[src/design/tlvp_pkg.sv]
// Shared types, codes and constants for the TLV metadata record parser.
// No dependencies; used by every module of the block.
package tlvp_pkg;

  // Field widths of one result transaction
  localparam int TYPE_W   = 16;
  localparam int SIZE_W   = 16;
  localparam int VALUE_W  = 64;
  localparam int COUNT_W  = 16;
  localparam int REASON_W = 2;

  // Output queue depth (two slots must be free before a byte is taken)
  localparam int FIFO_DEPTH = 4;
  localparam int FIFO_AW    = $clog2(FIFO_DEPTH);

  // Highest type number with a fixed-width value
  localparam logic [TYPE_W-1:0] LAST_KNOWN_TYPE = 16'd10;
  localparam logic [COUNT_W-1:0] COUNT_MAX      = '1;

  // Parse phase
  typedef enum logic [2:0] {
    PH_H0  = 3'd0,  // type high byte
    PH_H1  = 3'd1,  // type low byte
    PH_H2  = 3'd2,  // size high byte
    PH_H3  = 3'd3,  // size low byte
    PH_PAY = 3'd4   // payload bytes
  } phase_t;

  // Result kinds
  localparam logic KIND_RECORD  = 1'b0;
  localparam logic KIND_SUMMARY = 1'b1;

  // End reasons
  localparam logic [REASON_W-1:0] REASON_END_MARKER = 2'd0;
  localparam logic [REASON_W-1:0] REASON_USED_UP    = 2'd1;
  localparam logic [REASON_W-1:0] REASON_TRUNCATED  = 2'd2;
  localparam logic [REASON_W-1:0] REASON_MALFORMED  = 2'd3;

  // One result transaction
  typedef struct packed {
    logic                kind;
    logic [TYPE_W-1:0]   record_type;
    logic [SIZE_W-1:0]   declared_size;
    logic [VALUE_W-1:0]  value;
    logic                known_type;
    logic [COUNT_W-1:0]  record_count;
    logic [REASON_W-1:0] end_reason;
    logic                final_res;
  } res_t;

  // Up to two results caused by one input byte, first in r0
  typedef struct packed {
    logic v0;
    logic v1;
    res_t r0;
    res_t r1;
  } push_t;

  // Fixed value width in bytes for known types, 0 otherwise
  function automatic logic [3:0] fixed_width(input logic [TYPE_W-1:0] t);
    logic [3:0] w;
    begin
      case (t)
        16'd1, 16'd2, 16'd3, 16'd6, 16'd9: w = 4'd4;
        16'd4, 16'd5:                      w = 4'd8;
        16'd7, 16'd8, 16'd10:              w = 4'd2;
        default:                           w = 4'd0;
      endcase
      return w;
    end
  endfunction

endpackage

[src/design/tlvp_parser.sv]
// Byte-wise TLV parse state: header assembly, value capture, record count.
// Produces up to two results per accepted byte. Depends on tlvp_pkg.
module tlvp_parser (
  input  logic               clk,
  input  logic               rst,
  input  logic               in_fire,
  input  logic [7:0]         data_byte,
  input  logic               buffer_end,
  output tlvp_pkg::push_t    push
);

  tlvp_pkg::phase_t                  phase, phase_next;
  logic [tlvp_pkg::SIZE_W-1:0]       byte_counter, byte_counter_next;
  logic [tlvp_pkg::TYPE_W-1:0]       type_reg, type_reg_next;
  logic [tlvp_pkg::SIZE_W-1:0]       size_reg, size_reg_next;
  logic [tlvp_pkg::VALUE_W-1:0]      value_acc, value_acc_next;
  logic [tlvp_pkg::COUNT_W-1:0]      count_reg, count_reg_next;
  logic                              stopped, stopped_next;

  logic [3:0]                        width;
  logic                              known;
  logic                              rec_v, sum_v, ended;
  logic [tlvp_pkg::REASON_W-1:0]     reason;
  logic [tlvp_pkg::COUNT_W-1:0]      count_after;
  logic [tlvp_pkg::SIZE_W-1:0]       size_full, bc_inc;
  tlvp_pkg::res_t                    rec, sum;

  assign width = tlvp_pkg::fixed_width(type_reg);
  assign known = (type_reg != '0) && (type_reg <= tlvp_pkg::LAST_KNOWN_TYPE);
  assign size_full = {size_reg[15:8], data_byte};
  assign bc_inc = byte_counter + 16'd1;

  // Next state and result selection
  always_comb begin
    phase_next        = phase;
    byte_counter_next = byte_counter;
    type_reg_next     = type_reg;
    size_reg_next     = size_reg;
    value_acc_next    = value_acc;
    count_reg_next    = count_reg;
    stopped_next      = stopped;
    rec_v             = 1'b0;
    sum_v             = 1'b0;
    ended             = 1'b0;
    reason            = tlvp_pkg::REASON_END_MARKER;
    count_after       = count_reg;
    if (in_fire) begin
      if (stopped) begin
        // Drain the rest of the buffer silently
        if (buffer_end) begin
          phase_next     = tlvp_pkg::PH_H0;
          count_reg_next = '0;
          stopped_next   = 1'b0;
        end
      end else begin
        unique case (phase)
          tlvp_pkg::PH_H1: begin
            type_reg_next = {type_reg[15:8], data_byte};
            phase_next    = tlvp_pkg::PH_H2;
          end
          tlvp_pkg::PH_H2: begin
            size_reg_next = {data_byte, 8'h00};
            phase_next    = tlvp_pkg::PH_H3;
          end
          tlvp_pkg::PH_H3: begin
            size_reg_next     = size_full;
            byte_counter_next = '0;
            value_acc_next    = '0;
            if (type_reg == '0) begin
              ended  = 1'b1;
              reason = tlvp_pkg::REASON_END_MARKER;
            end else if (size_full < {12'd0, width}) begin
              ended  = 1'b1;
              reason = tlvp_pkg::REASON_MALFORMED;
            end else if (size_full == '0) begin
              rec_v      = 1'b1;
              phase_next = tlvp_pkg::PH_H0;
            end else begin
              phase_next = tlvp_pkg::PH_PAY;
            end
          end
          tlvp_pkg::PH_PAY: begin
            // Big-endian value capture over the first width bytes
            if (byte_counter < {12'd0, width}) begin
              value_acc_next = {value_acc[55:0], data_byte};
            end
            byte_counter_next = bc_inc;
            if (bc_inc == size_reg) begin
              rec_v      = 1'b1;
              phase_next = tlvp_pkg::PH_H0;
            end
          end
          default: begin
            type_reg_next = {data_byte, 8'h00};
            size_reg_next = '0;
            phase_next    = tlvp_pkg::PH_H1;
          end
        endcase

        // Saturating record count
        if (rec_v && (count_reg != tlvp_pkg::COUNT_MAX)) begin
          count_after = count_reg + 16'd1;
        end
        count_reg_next = count_after;

        if (!ended && buffer_end) begin
          ended  = 1'b1;
          reason = (phase_next == tlvp_pkg::PH_H0) ? tlvp_pkg::REASON_USED_UP
                                                   : tlvp_pkg::REASON_TRUNCATED;
        end

        if (ended) begin
          sum_v = 1'b1;
          if (buffer_end) begin
            phase_next     = tlvp_pkg::PH_H0;
            count_reg_next = '0;
            stopped_next   = 1'b0;
          end else begin
            stopped_next = 1'b1;
          end
        end
      end
    end
  end

  // Result records
  always_comb begin
    rec               = '0;
    rec.kind          = tlvp_pkg::KIND_RECORD;
    rec.record_type   = type_reg;
    rec.declared_size = size_reg_next;
    rec.value         = known ? value_acc_next : '0;
    rec.known_type    = known;

    sum               = '0;
    sum.kind          = tlvp_pkg::KIND_SUMMARY;
    sum.record_count  = count_after;
    sum.end_reason    = reason;
    sum.final_res     = 1'b1;

    push.v0 = rec_v | sum_v;
    push.v1 = rec_v & sum_v;
    push.r0 = rec_v ? rec : sum;
    push.r1 = sum;
  end

  // State registers
  always_ff @(posedge clk) begin
    if (rst) begin
      phase        <= tlvp_pkg::PH_H0;
      byte_counter <= '0;
      type_reg     <= '0;
      size_reg     <= '0;
      value_acc    <= '0;
      count_reg    <= '0;
      stopped      <= 1'b0;
    end else begin
      phase        <= phase_next;
      byte_counter <= byte_counter_next;
      type_reg     <= type_reg_next;
      size_reg     <= size_reg_next;
      value_acc    <= value_acc_next;
      count_reg    <= count_reg_next;
      stopped      <= stopped_next;
    end
  end

  // A second result only accompanies a record and is always the summary
  a_second_needs_first: assert property (@(posedge clk) disable iff (rst)
    push.v1 |-> (push.v0 && push.r0.kind == tlvp_pkg::KIND_RECORD
                 && push.r1.kind == tlvp_pkg::KIND_SUMMARY))
    else $error("second result without a leading record");

  // Nothing comes out while draining a stopped buffer
  a_quiet_when_stopped: assert property (@(posedge clk) disable iff (rst)
    stopped |-> !push.v0)
    else $error("result produced after parsing ended");

  // A summary always leaves the parser stopped or back at a header start
  a_summary_closes: assert property (@(posedge clk) disable iff (rst)
    (push.v0 && !push.v1 && push.r0.kind == tlvp_pkg::KIND_SUMMARY)
      |=> (stopped || phase == tlvp_pkg::PH_H0))
    else $error("summary did not close the buffer");

endmodule

[src/design/tlvp_out_fifo.sv]
// Result queue: takes up to two results per cycle, gives one per transaction.
// Depends on tlvp_pkg.
module tlvp_out_fifo (
  input  logic                          clk,
  input  logic                          rst,
  input  tlvp_pkg::push_t               push,
  output logic                          room2,
  output logic                          out_valid,
  input  logic                          out_ready,
  output tlvp_pkg::res_t                out_res
);

  tlvp_pkg::res_t                       entries [tlvp_pkg::FIFO_DEPTH];
  logic [tlvp_pkg::FIFO_AW-1:0]         wr_ptr, rd_ptr;
  logic [tlvp_pkg::FIFO_AW:0]           count, count_next;
  logic [tlvp_pkg::FIFO_AW-1:0]         wr_ptr1;
  logic                                 pop;
  logic [1:0]                           n_push;

  localparam logic [tlvp_pkg::FIFO_AW:0] DEPTH_C = (tlvp_pkg::FIFO_AW+1)'(tlvp_pkg::FIFO_DEPTH);

  assign pop       = out_valid & out_ready;
  assign out_valid = (count != '0);
  assign out_res   = entries[rd_ptr];
  assign room2     = (count <= DEPTH_C - 2'd2);
  assign wr_ptr1   = wr_ptr + 1'b1;
  assign n_push    = {1'b0, push.v0} + {1'b0, push.v1};
  assign count_next = count + {{(tlvp_pkg::FIFO_AW-1){1'b0}}, n_push}
                      - {{tlvp_pkg::FIFO_AW{1'b0}}, pop};

  // Entry storage
  always_ff @(posedge clk) begin
    if (push.v0) begin
      entries[wr_ptr] <= push.r0;
    end
    if (push.v1) begin
      entries[wr_ptr1] <= push.r1;
    end
  end

  // Pointers and fill count
  always_ff @(posedge clk) begin
    if (rst) begin
      wr_ptr <= '0;
      rd_ptr <= '0;
      count  <= '0;
    end else begin
      wr_ptr <= wr_ptr + n_push[tlvp_pkg::FIFO_AW-1:0];
      if (pop) begin
        rd_ptr <= rd_ptr + 1'b1;
      end
      count <= count_next;
    end
  end

  a_no_overflow: assert property (@(posedge clk) disable iff (rst)
    count <= DEPTH_C)
    else $error("result queue overflow");

  // Pushes only happen in a cycle where two entries are free
  a_push_fits: assert property (@(posedge clk) disable iff (rst)
    (push.v0 || push.v1) |-> room2)
    else $error("results pushed without room");

endmodule

[src/design/tlv_metadata_record_parser.sv]
// Top level of the TLV metadata record parser: stream ports and field packing.
// Depends on tlvp_pkg, tlvp_parser, tlvp_out_fifo.
//
// Takes one buffer byte per transaction, a byte every cycle while the output
// queue has two free entries (s_axis_tready high). Each byte is parsed in the
// cycle it is accepted; its results (none, one or two) are registered into a
// four-entry output queue and offered on the master side behind any earlier
// results. Results leave at one per transaction, so a byte that ends a record
// and the buffer together gives two output transactions. Record results carry
// tuser 0; the buffer summary carries tuser 1 and tlast 1.
module tlv_metadata_record_parser (
  input  logic         clk,
  input  logic         rst,
  input  logic         s_axis_tvalid,
  output logic         s_axis_tready,
  input  logic [7:0]   s_axis_tdata,   // [7:0] data_byte
  input  logic         s_axis_tlast,   // buffer_end
  output logic         m_axis_tvalid,
  input  logic         m_axis_tready,
  // [15:0] record_type, [31:16] declared_size, [95:32] value, [96] known_type,
  // [112:97] record_count, [114:113] end_reason, [119:115] zero
  output logic [119:0] m_axis_tdata,
  output logic         m_axis_tuser,   // kind
  output logic         m_axis_tlast    // final_res
);

  tlvp_pkg::push_t push;
  tlvp_pkg::res_t  res;
  logic            room2;
  logic            in_fire;

  assign s_axis_tready = room2;
  assign in_fire       = s_axis_tvalid & room2;

  tlvp_parser u_parser (
    .clk        (clk),
    .rst        (rst),
    .in_fire    (in_fire),
    .data_byte  (s_axis_tdata),
    .buffer_end (s_axis_tlast),
    .push       (push)
  );

  tlvp_out_fifo u_out_fifo (
    .clk       (clk),
    .rst       (rst),
    .push      (push),
    .room2     (room2),
    .out_valid (m_axis_tvalid),
    .out_ready (m_axis_tready),
    .out_res   (res)
  );

  // Pack result fields
  assign m_axis_tdata = {5'd0, res.end_reason, res.record_count, res.known_type,
                         res.value, res.declared_size, res.record_type};
  assign m_axis_tuser = res.kind;
  assign m_axis_tlast = res.final_res;

endmodule
[config.mk]
export PLATFORM = sky130hd
export DESIGN_NAME = tlv_metadata_record_parser
export DESIGN_NICKNAME = d
export VERILOG_FILES = /design/src/design/tlvp_pkg.sv /design/src/design/tlvp_parser.sv /design/src/design/tlvp_out_fifo.sv /design/src/design/tlv_metadata_record_parser.sv
export SDC_FILE = /design/constraint.sdc
export NUM_CORES = 1
export LEC_CHECK = 0
export BUFFER_PORTS_ARGS = -buffer_cell sky130_fd_sc_hd__buf_2
export CAP_MARGIN = 20
export CORE_MARGIN = 4
export CORE_UTILIZATION = 61
export CTS_BUF_LIST = sky130_fd_sc_hd__clkbuf_4 sky130_fd_sc_hd__clkbuf_8 sky130_fd_sc_hd__clkbuf_16
export CTS_CLUSTER_DIAMETER = 60
export DETAILED_ROUTE_END_ITERATION = 16
export HOLD_SLACK_MARGIN = 0.03
export PLACE_DENSITY = 0.8
export SLEW_MARGIN = 25
export SYNTH_ARGS = -nofsm -noshare
export SYNTH_HDL_FRONTEND = slang
export SYNTH_SLANG_ARGS = --single-unit
[constraint.sdc]
create_clock -name clk -period 14.4 [get_ports clk]
set_clock_uncertainty 0.2 [all_clocks]
set_input_delay 1.44 -clock clk [delete_from_list [all_inputs] [get_ports clk]]
set_output_delay 1.44 -clock clk [all_outputs]
set_load 0.05 [all_outputs]
==> impl_metrics.csv, run 1 <==
group,metric,value,unit
global_route,grt_overflow,0,
power,clkPwrFrac,41.0,%
setup_path,ff2ff_path_depth,13,
timing,max_freq,169.7,MHz
synthesis,ys_warn_count,0,
cts,ctsResizeCount,0,
synthesis,synth-async-reset-ratio,0,%
setup_path,rr_startpoint,"u_parser.byte_counter[0]",
power,p_per_area,143.8,nW/um^2
setup_path,r2r-end,"u_out_fifo.entries[1][38]",
power,p_leak,9.893,nW
floorplan,ioPinCount,137,
cts,cts_setup_buffers,0,
setup_path,max_stage_delay,0.63,ns
setup_path,required,14.74,ns
setup_path,cp-start-kind,"flop",
setup_path,crit_path_start,"u_parser.byte_counter[0]",
hold_path,holdPathStages,2,
floorplan,core_area,39730,sq um
cts,numCtsBuffers,59,
power,p_int,0.002873,W
final_layout,regMostFlops,"u_out_fifo.entries",
global_route,grt_pass1_wl,103400,microns
drt,viasPerCell,6.318,
final_layout,reg_top3,"u_out_fifo.entries (464), u_parser.value_acc (64)",
synthesis,synth_top_cell_area_share,43.70,%
synthesis,synth_compound_area_share,15.54,%
place,place_congestion,0.9345,
floorplan,die_y,208.6,microns
synthesis,yosys.area.top_type,"dfxtp_1",
cts,cts_tree,"built",
synthesis,synth_xor_area_share,1.391,%
global_route,grt_max_degree,101,
setup_path,path_cells,"ha_1 > and3_1 > nand4_1 > xnor2_1 > o2111ai_1 > or4_4 > o21ai_2 > inv_2 > ha_1 > or3_1 > nand2b_2 > buf_4 > o21ai_0",
synthesis,ys_ff_latch,608,
setup_path,cp_common_cell,"ha_1",
synthesis,synth.avg_cell_area,9.961,sq um
drt,wl_per_cell,21.16,microns
place,pre_cts_ws,8.063,ns
final_layout,finalNonFillerCells,3063,
synthesis,synth_ff_type,"dfxtp_1",
synthesis,synth_fa_ha_area_share,0.6930,%
cts,htree_levels,2,
run_status,outcome,"finished clean",
timing,setup-violations-final,0,
global_route,gr-usage-all-layers,29.01,%
drt,dr_total_vias,19350,
synthesis,synthMuxAreaShare,11.38,%
cts,cts_buffer_depth,3,
final_layout,area_delta_synth_final,11.55,%
job,drv_cap,0,
place,place_inst,2958,
floorplan,row_count,73,
power,switching_share,27.04,%
timing,fin_setup_tns,0,ns
final_layout,final_util,68.93,%
global_route,grt_pass1_vias,19170,
timing,fin_crit,5.892,ns
synthesis,synth_top_family_by_area,"compound AO/OA/AOI/OAI gates",
timing,fin_crit_sh,40.92,%
final_layout,largest_register_ff_count,464,
power,pwr-share-seq,46.1,%
timing,final_hold_viol_count,0,
setup_path,critPathArrivalTime,6.23,ns
place,detailed_place_hpwl,38800,microns
synthesis,seq_area_frac_synth,52.51,%
final_layout,fin_nets,2520,
drt,ant_nets,0,
floorplan,initial_core_util,61.80,%
cts,clock_latency,0.64,ns
global_route,antenna_found_initial,3,
cts,ctsHoldBuffers,0,
cts,clk_pin_slew,0.06,ns
setup_path,cp-endpoint,"u_out_fifo.entries[1][38]",
hold_path,hold_class,"flop to flop",
setup_path,path_delay_family,"simple AND/OR/NAND/NOR gates",
synthesis,synth_area_leaders,"dfxtp_1 (44%), mux4_2 (11%), edfxtp_1 (8.8%), o21ai_0 (7.0%), nand2_1 (6.1%)",
cts,cts_sinks,608,
cts,root_buffer,"clkbuf_16",
drt,wl,64810,microns
setup_path,cp_max_fo,52,
power,vdd_ir_drop_max,0.0002206,V
synthesis,synthDistinctLibCells,71,
drt,drt_iter0_markers,2006,
synthesis,synth_edf_count,72,
floorplan,die-area,43530,sq um
floorplan,die_w,208.6,microns
timing,max_slew_margin,29.48,%
synthesis,postSynthCellCount,2465,
timing,setup_ws,8.508,ns
drt,drc,0,
setup_path,critPathBufInv,2,
synthesis,yosys.area_share.simple,14.95,%
setup_path,slowest_stage,"or4_4",
timing,rsz0062_at_grt,"no",
timing,tightest_slew,1.058,ns
synthesis,syn_area,24550,sq um
setup_path,cp_num_cells,13,
drt,firstDrtPassIters,6,
power,switching_power,0.001065,W
timing,drv_slew,0,
power,combPwrFrac,12.9,%
final_layout,drive_gt1_share,18.45,%
setup_path,critPathKind,"flop to flop",
place,numPortBuffers,131,
setup_path,rrSetupSlack,8.51,ns
setup_path,end_kind,"flop",
==> power by group through the flow <==
| stage | Clock [W] | Sequential, W | Combinational [W] |
|---|---|---|---|
| floorplan | 0 | 0.00180 | 0.000436 |
| global placement | 0 | 0.00185 | 0.000502 |
| detailed placement | 0 | 0.00185 | 0.000509 |
| CTS | 0.00163 | 0.00182 | 0.000511 |
| global route | 0.00170 | 0.00182 | 0.000544 |
| finish | 0.00161 | 0.00182 | 0.000509 |
==> how the worst min path moves through the flow <==
stage                                   start                        end  slack, ns
floorplan            u_out_fifo.entries[3][0]   u_out_fifo.entries[3][0]       0.22
global placement    u_out_fifo.entries[1][53]  u_out_fifo.entries[1][53]       0.23
detailed placement   u_out_fifo.entries[3][0]   u_out_fifo.entries[3][0]       0.24
CTS                  u_out_fifo.entries[3][0]   u_out_fifo.entries[3][0]       0.24
global route         u_out_fifo.entries[1][0]   u_out_fifo.entries[1][0]       0.27
finish               u_out_fifo.entries[3][0]   u_out_fifo.entries[3][0]       0.25
==> stage by stage <==
stage | area [sq um] | hold slack [ns] | total power, W
2_1_floorplan | 24570 | 0.2183 | 0.002238
3_3_place_gp | 25320 | 0.2281 | 0.002354
3_5_place_dp | 25320 | 0.2354 | 0.002363
4_1_cts | 27370 | 0.2448 | 0.003957
5_1_grt | 27390 | 0.2702 | 0.004066
6_report | 27390 | 0.2454 | 0.003938
==> cell usage in the layout (no fill, tap or decap), types with 8 or more instances in the layout <==
cell	netlist	layout
a211oi_1	23	23
a21oi_1	71	71
a22o_1	65	65
a22oi_1	67	67
a31oi_1	15	15
and3_1	20	20
buf_2	9	130
buf_4	9	19
clkbuf_16	0	59
clkbuf_4	0	13
clkbuf_8	0	8
clkinv_2	0	9
dfxtp_1	536	534
edfxtp_1	72	72
ha_1	12	12
inv_1	17	17
mux2i_1	17	17
mux4_2	116	116
nand2_1	396	393
nand3_1	28	27
nand4_1	13	13
nor2_1	222	219
nor3_1	28	27
nor4_1	15	15
o21ai_0	343	343
o21ai_1	13	12
or2_2	65	65
xnor2_1	16	16
xor2_1	23	23
==> area by class of cell <==
class / count / area [sq um]
tap: 525 / 656.9
multi-input combinational: 1656 / 10890
sequential: 608 / 12900
clock inverter: 24 / 370.4
timing repair buffer: 151 / 815.8
clock buffer: 80 / 1684
fill: 2917 / 12340
inverter: 18 / 67.56
antenna: 1 / 2.502
==> synth_stat cells (12+ instances only) <==
cell,instances
clkbuf_1,143
nand4_1,13
xnor2_1,16
mux4_2,116
or2_2,65
o21ai_0,343
a211oi_1,23
edfxtp_1,72
nor4_1,15
xor2_1,23
nor3_1,28
ha_1,12
a21oi_1,71
nor2_1,222
nand3_1,28
o21ai_1,13
mux2i_1,17
nand2_1,396
a22o_1,65
a31oi_1,15
a22oi_1,67
dfxtp_1,536
and3_1,20
inv_1,17
buf_1,19
==> worst min-delay path: stages (launching register included) <==
cell and delay [ns]:
dfxtp_1 0.31, nand2_1 0.05, nand2_1 0.04
==> cells by family after synthesis <==
logic type      Yosys count
compound gates          633
other cells               1
fa+ha+maj                13
mux                     134
xor+xnor                 39
buf+inv                 205
simple gates            832
flops                   608
==> layer usage <==
metal / share of wire, % / global-route usage (%) / up-vias / wire [microns]
met5: 0.034 / 0 / - / 22
met4: 2.8 / 8.731 / 4 / 1831
met3: 7.9 / 5.810 / 141 / 5124
met2: 49 / 48.83 / 845 / 31770
met1: 40 / 38.44 / 9524 / 26060
li1: - / - / 8839 / -
Power figures use the tool's default switching activity.
==> inputs of run 2 (changes only) <==
--- a/config.mk
+++ b/config.mk
@@ -5,6 +5,7 @@
 export SDC_FILE = /design/constraint.sdc
 export NUM_CORES = 1
 export LEC_CHECK = 0
+export ABC_AREA = 1
 export BUFFER_PORTS_ARGS = -buffer_cell sky130_fd_sc_hd__buf_2
 export CAP_MARGIN = 20
 export CORE_MARGIN = 4
@@ -13,7 +14,7 @@
 export CTS_CLUSTER_DIAMETER = 60
 export DETAILED_ROUTE_END_ITERATION = 16
 export HOLD_SLACK_MARGIN = 0.03
-export PLACE_DENSITY = 0.8
+export PLACE_DENSITY = 0.79
 export SLEW_MARGIN = 25
 export SYNTH_ARGS = -nofsm -noshare
 export SYNTH_HDL_FRONTEND = slang
==> constraint.sdc (replaced) <==
create_clock -name clk -period 6.15 [get_ports clk]
set_clock_uncertainty 0.2 [all_clocks]
set_input_delay 0.615 -clock clk [delete_from_list [all_inputs] [get_ports clk]]
set_output_delay 0.615 -clock clk [all_outputs]
set_load 0.05 [all_outputs]
==> run 2 against run 1 <==
Effect of this change:
- combinational power grew to 7.1 times the previous value
- register-to-register slack got worse by 7.4 ns
- setup slack worse by 7.4 ns
- non-clock buffer count increased by 7
- sequential share of layout area fell by 3.4 points
- clock-buffer cell count up 11
- cell area rose by 7.7%
==> impl_metrics.csv, run 2 <==
group,metric,value,unit
timing,rsz0062_at_grt,"no",
timing,fin_setup_tns,0,ns
synthesis,synth_area_leaders,"dfxtp_1 (40%), o22ai_1 (8.4%), edfxtp_1 (8.1%), a21oi_1 (8.0%), nand2_1 (7.5%)",
synthesis,postSynthCellCount,3422,
cts,htree_levels,2,
setup_path,cp_max_fo,51,
drt,ant_nets,0,
drt,drc,0,
final_layout,seq_area,12900,sq um
cts,clock_latency,0.63,ns
cts,clk_pin_slew,0.06,ns
final_layout,reg_top3,"u_out_fifo.entries (464), u_parser.value_acc (64)",
drt,wl_per_cell,18.55,microns
setup_path,critPathArrivalTime,5.40,ns
floorplan,die_y,216.7,microns
synthesis,synth_ff_type,"dfxtp_1",
power,p_leak,13.23,nW
drt,drt_iter0_markers,2440,
cts,cts_tree,"built",
cts,cts_buffer_depth,3,
global_route,grt_pass1_wl,119200,microns
synthesis,syn_area,26580,sq um
setup_path,max_stage_delay,0.80,ns
power,p_per_area,428.0,nW/um^2
final_layout,regMostFlops,"u_out_fifo.entries",
cts,numCtsBuffers,60,
timing,fin_crit_sh,82.26,%
synthesis,seq_area_frac_synth,48.51,%
cts,ctsResizeCount,0,
setup_path,path_delay_family,"simple AND/OR/NAND/NOR gates",
synthesis,synth.avg_cell_area,7.767,sq um
synthesis,synthDistinctLibCells,47,
final_layout,n_fill_cell,3486,
drt,firstDrtPassIters,6,
setup_path,required,6.49,ns
timing,max_slew_margin,29.89,%
synthesis,synth-async-reset-ratio,0,%
synthesis,yosys.area.top_type,"dfxtp_1",
timing,max_freq,197.7,MHz
final_layout,layout_common_cells,"dfxtp_1 (535), nand2_1 (529), inv_1 (521)",
global_route,antenna_found_initial,1,
global_route,grt_overflow,0,
timing,fin_crit,5.059,ns
timing,tightest_slew,1.050,ns
floorplan,row_count,76,
drt,wl,75230,microns
final_layout,final_util,68.50,%
final_layout,final_common_cell,"dfxtp_1",
cts,cts_setup_buffers,0,
setup_path,slowest_stage,"clkinv_2",
synthesis,synth_top_cell_area_share,40.37,%
synthesis,ys_warn_count,0,
final_layout,drive_gt1_share,11.41,%
floorplan,die_w,216.7,microns
power,vdd_ir_drop_max,0.0003438,V
place,detailed_place_hpwl,45430,microns
setup_path,end_kind,"flop",
run_status,outcome,"finished clean",
cts,ctsHoldBuffers,0,
synthesis,ys_ff_latch,608,
floorplan,core_area,43080,sq um
setup_path,critPathKind,"flop to flop",
job,drv_cap,0,
final_layout,fin_nets,3445,
global_route,grt_pass1_vias,23000,
setup_path,cp-start-kind,"flop",
setup_path,cp_common_cell,"nand2_1",
place,place_congestion,0.9438,
global_route,gr-usage-all-layers,30.62,%
synthesis,synth_commonest_cells,"dfxtp_1 (536), nand2_1 (529), inv_1 (523), a21oi_1 (427), o22ai_1 (359)",
timing,finalHoldWorstSlack,0.1241,ns
final_layout,multi_input_area,10750,sq um
floorplan,initial_core_util,61.70,%
global_route,grt_max_degree,167,
drt,dr_total_vias,24040,
place,numPortBuffers,131,
hold_path,hold_class,"input pin to flop",
timing,setup-violations-final,0,
setup_path,critPathBufInv,4,
final_layout,largest_register_ff_count,464,
setup_path,path_cells,"ha_1 > nand2_1 > nor2_2 > nand3_1 > nand2_1 > nand2_1 > nand2_1 > nand4_1 > nor2_1 > nand3_2 > nand2_4 > inv_2 > nor2_8 > inv_4 > ha_1 > nor3_1 > clkinv_2 > buf_12 > o22ai_1",
setup_path,rrSetupSlack,1.09,ns
synthesis,synth_most_common_cell,"dfxtp_1",
drt,viasPerCell,5.927,
floorplan,ioPinCount,137,
floorplan,die-area,46980,sq um
timing,final_hold_viol_count,0,
timing,drv_slew,0,
synthesis,synth_edf_count,72,
cts,root_buffer,"clkbuf_16",
cts,cts_sinks,608,
final_layout,area_delta_synth_final,11.02,%
-- run 2: path summary, 6_finish.rpt --
| kind | startpoint | endpoint | depth (start not counted) |
|---|---|---|---|
| hold reg to reg | u_out_fifo.entries[2][0] | u_out_fifo.entries[2][0] | 2 |
| setup reg to reg | u_parser.byte_counter[0] | u_out_fifo.entries[0][28] | 19 |
| hold / removal | s_axis_tdata[7] | u_parser.type_reg[7] | 3 |
| setup / recovery | u_parser.byte_counter[0] | u_out_fifo.entries[0][28] | 19 |
-- run 2: report_power, final --
part           switching (W)  internal (W)  leakage [nW]
logic                0.00255       0.00106          7.14
clock network        0.00158       0.00230          1.06
registers           0.000344       0.00479          5.03
-- run 2: final cells by class --
cell class / instances / area share [%]
diodes: 1 / 0.008480
clock buffers: 91 / 6.314
clock inverters: 22 / 0.9159
inverters: 537 / 6.899
multi-input cells: 2054 / 36.42
flip-flops and latches: 608 / 43.70
well taps: 585 / 2.480
repair buffers: 158 / 3.256
-- run 2: worst register-to-register path: cells and delay by family (launching register included) --
family	cells	cell delay (ns)
buffers and inverters	4	1.58
AND/OR/NAND/NOR	12	2.04
flip-flops	1	0.44
adder cells (fa/ha/maj)	2	0.52
AO/OA/AOI/OAI	1	0.19
-- run 2: metal layers --
layer  vias to the layer above  global-route usage, %  part of all wire [%]  wire length [microns]
li1                      11450                      -                     -                      -
met1                     11450                  41.14                    42                  31860
met2                       989                  51.58                    48                  35900
met3                       151                  3.937                   7.2                   5453
met4                         0                  10.24                   2.7                   2020
met5                         -                      0                     0                      0
-- run 2: stage by stage --
step	cell area [sq um]	power, W	worst slack (ns)	std cells
after CTS	29510	0.01262	1.171	4055
after floorplan	26590	0.007917	1.585	3426
after global placement	27370	0.008614	1.414	3942
after detailed placement	27370	0.008776	1.176	3942
after global routing	29510	0.01321	0.6101	4056
final	29510	0.01263	1.091	4056
-- run 2: logic make-up after synthesis --
kind of cell	count (synthesis)	share of synthesized area, %
AO/OA/AOI/OAI	1073	23.64
AND/OR/NAND/NOR	948	15.45
buffers and inverters	764	11.26
flip-flops	608	48.51
XOR/XNOR	15	0.4943
adder cells (fa/ha/maj)	13	0.6402
other	1	0.01411
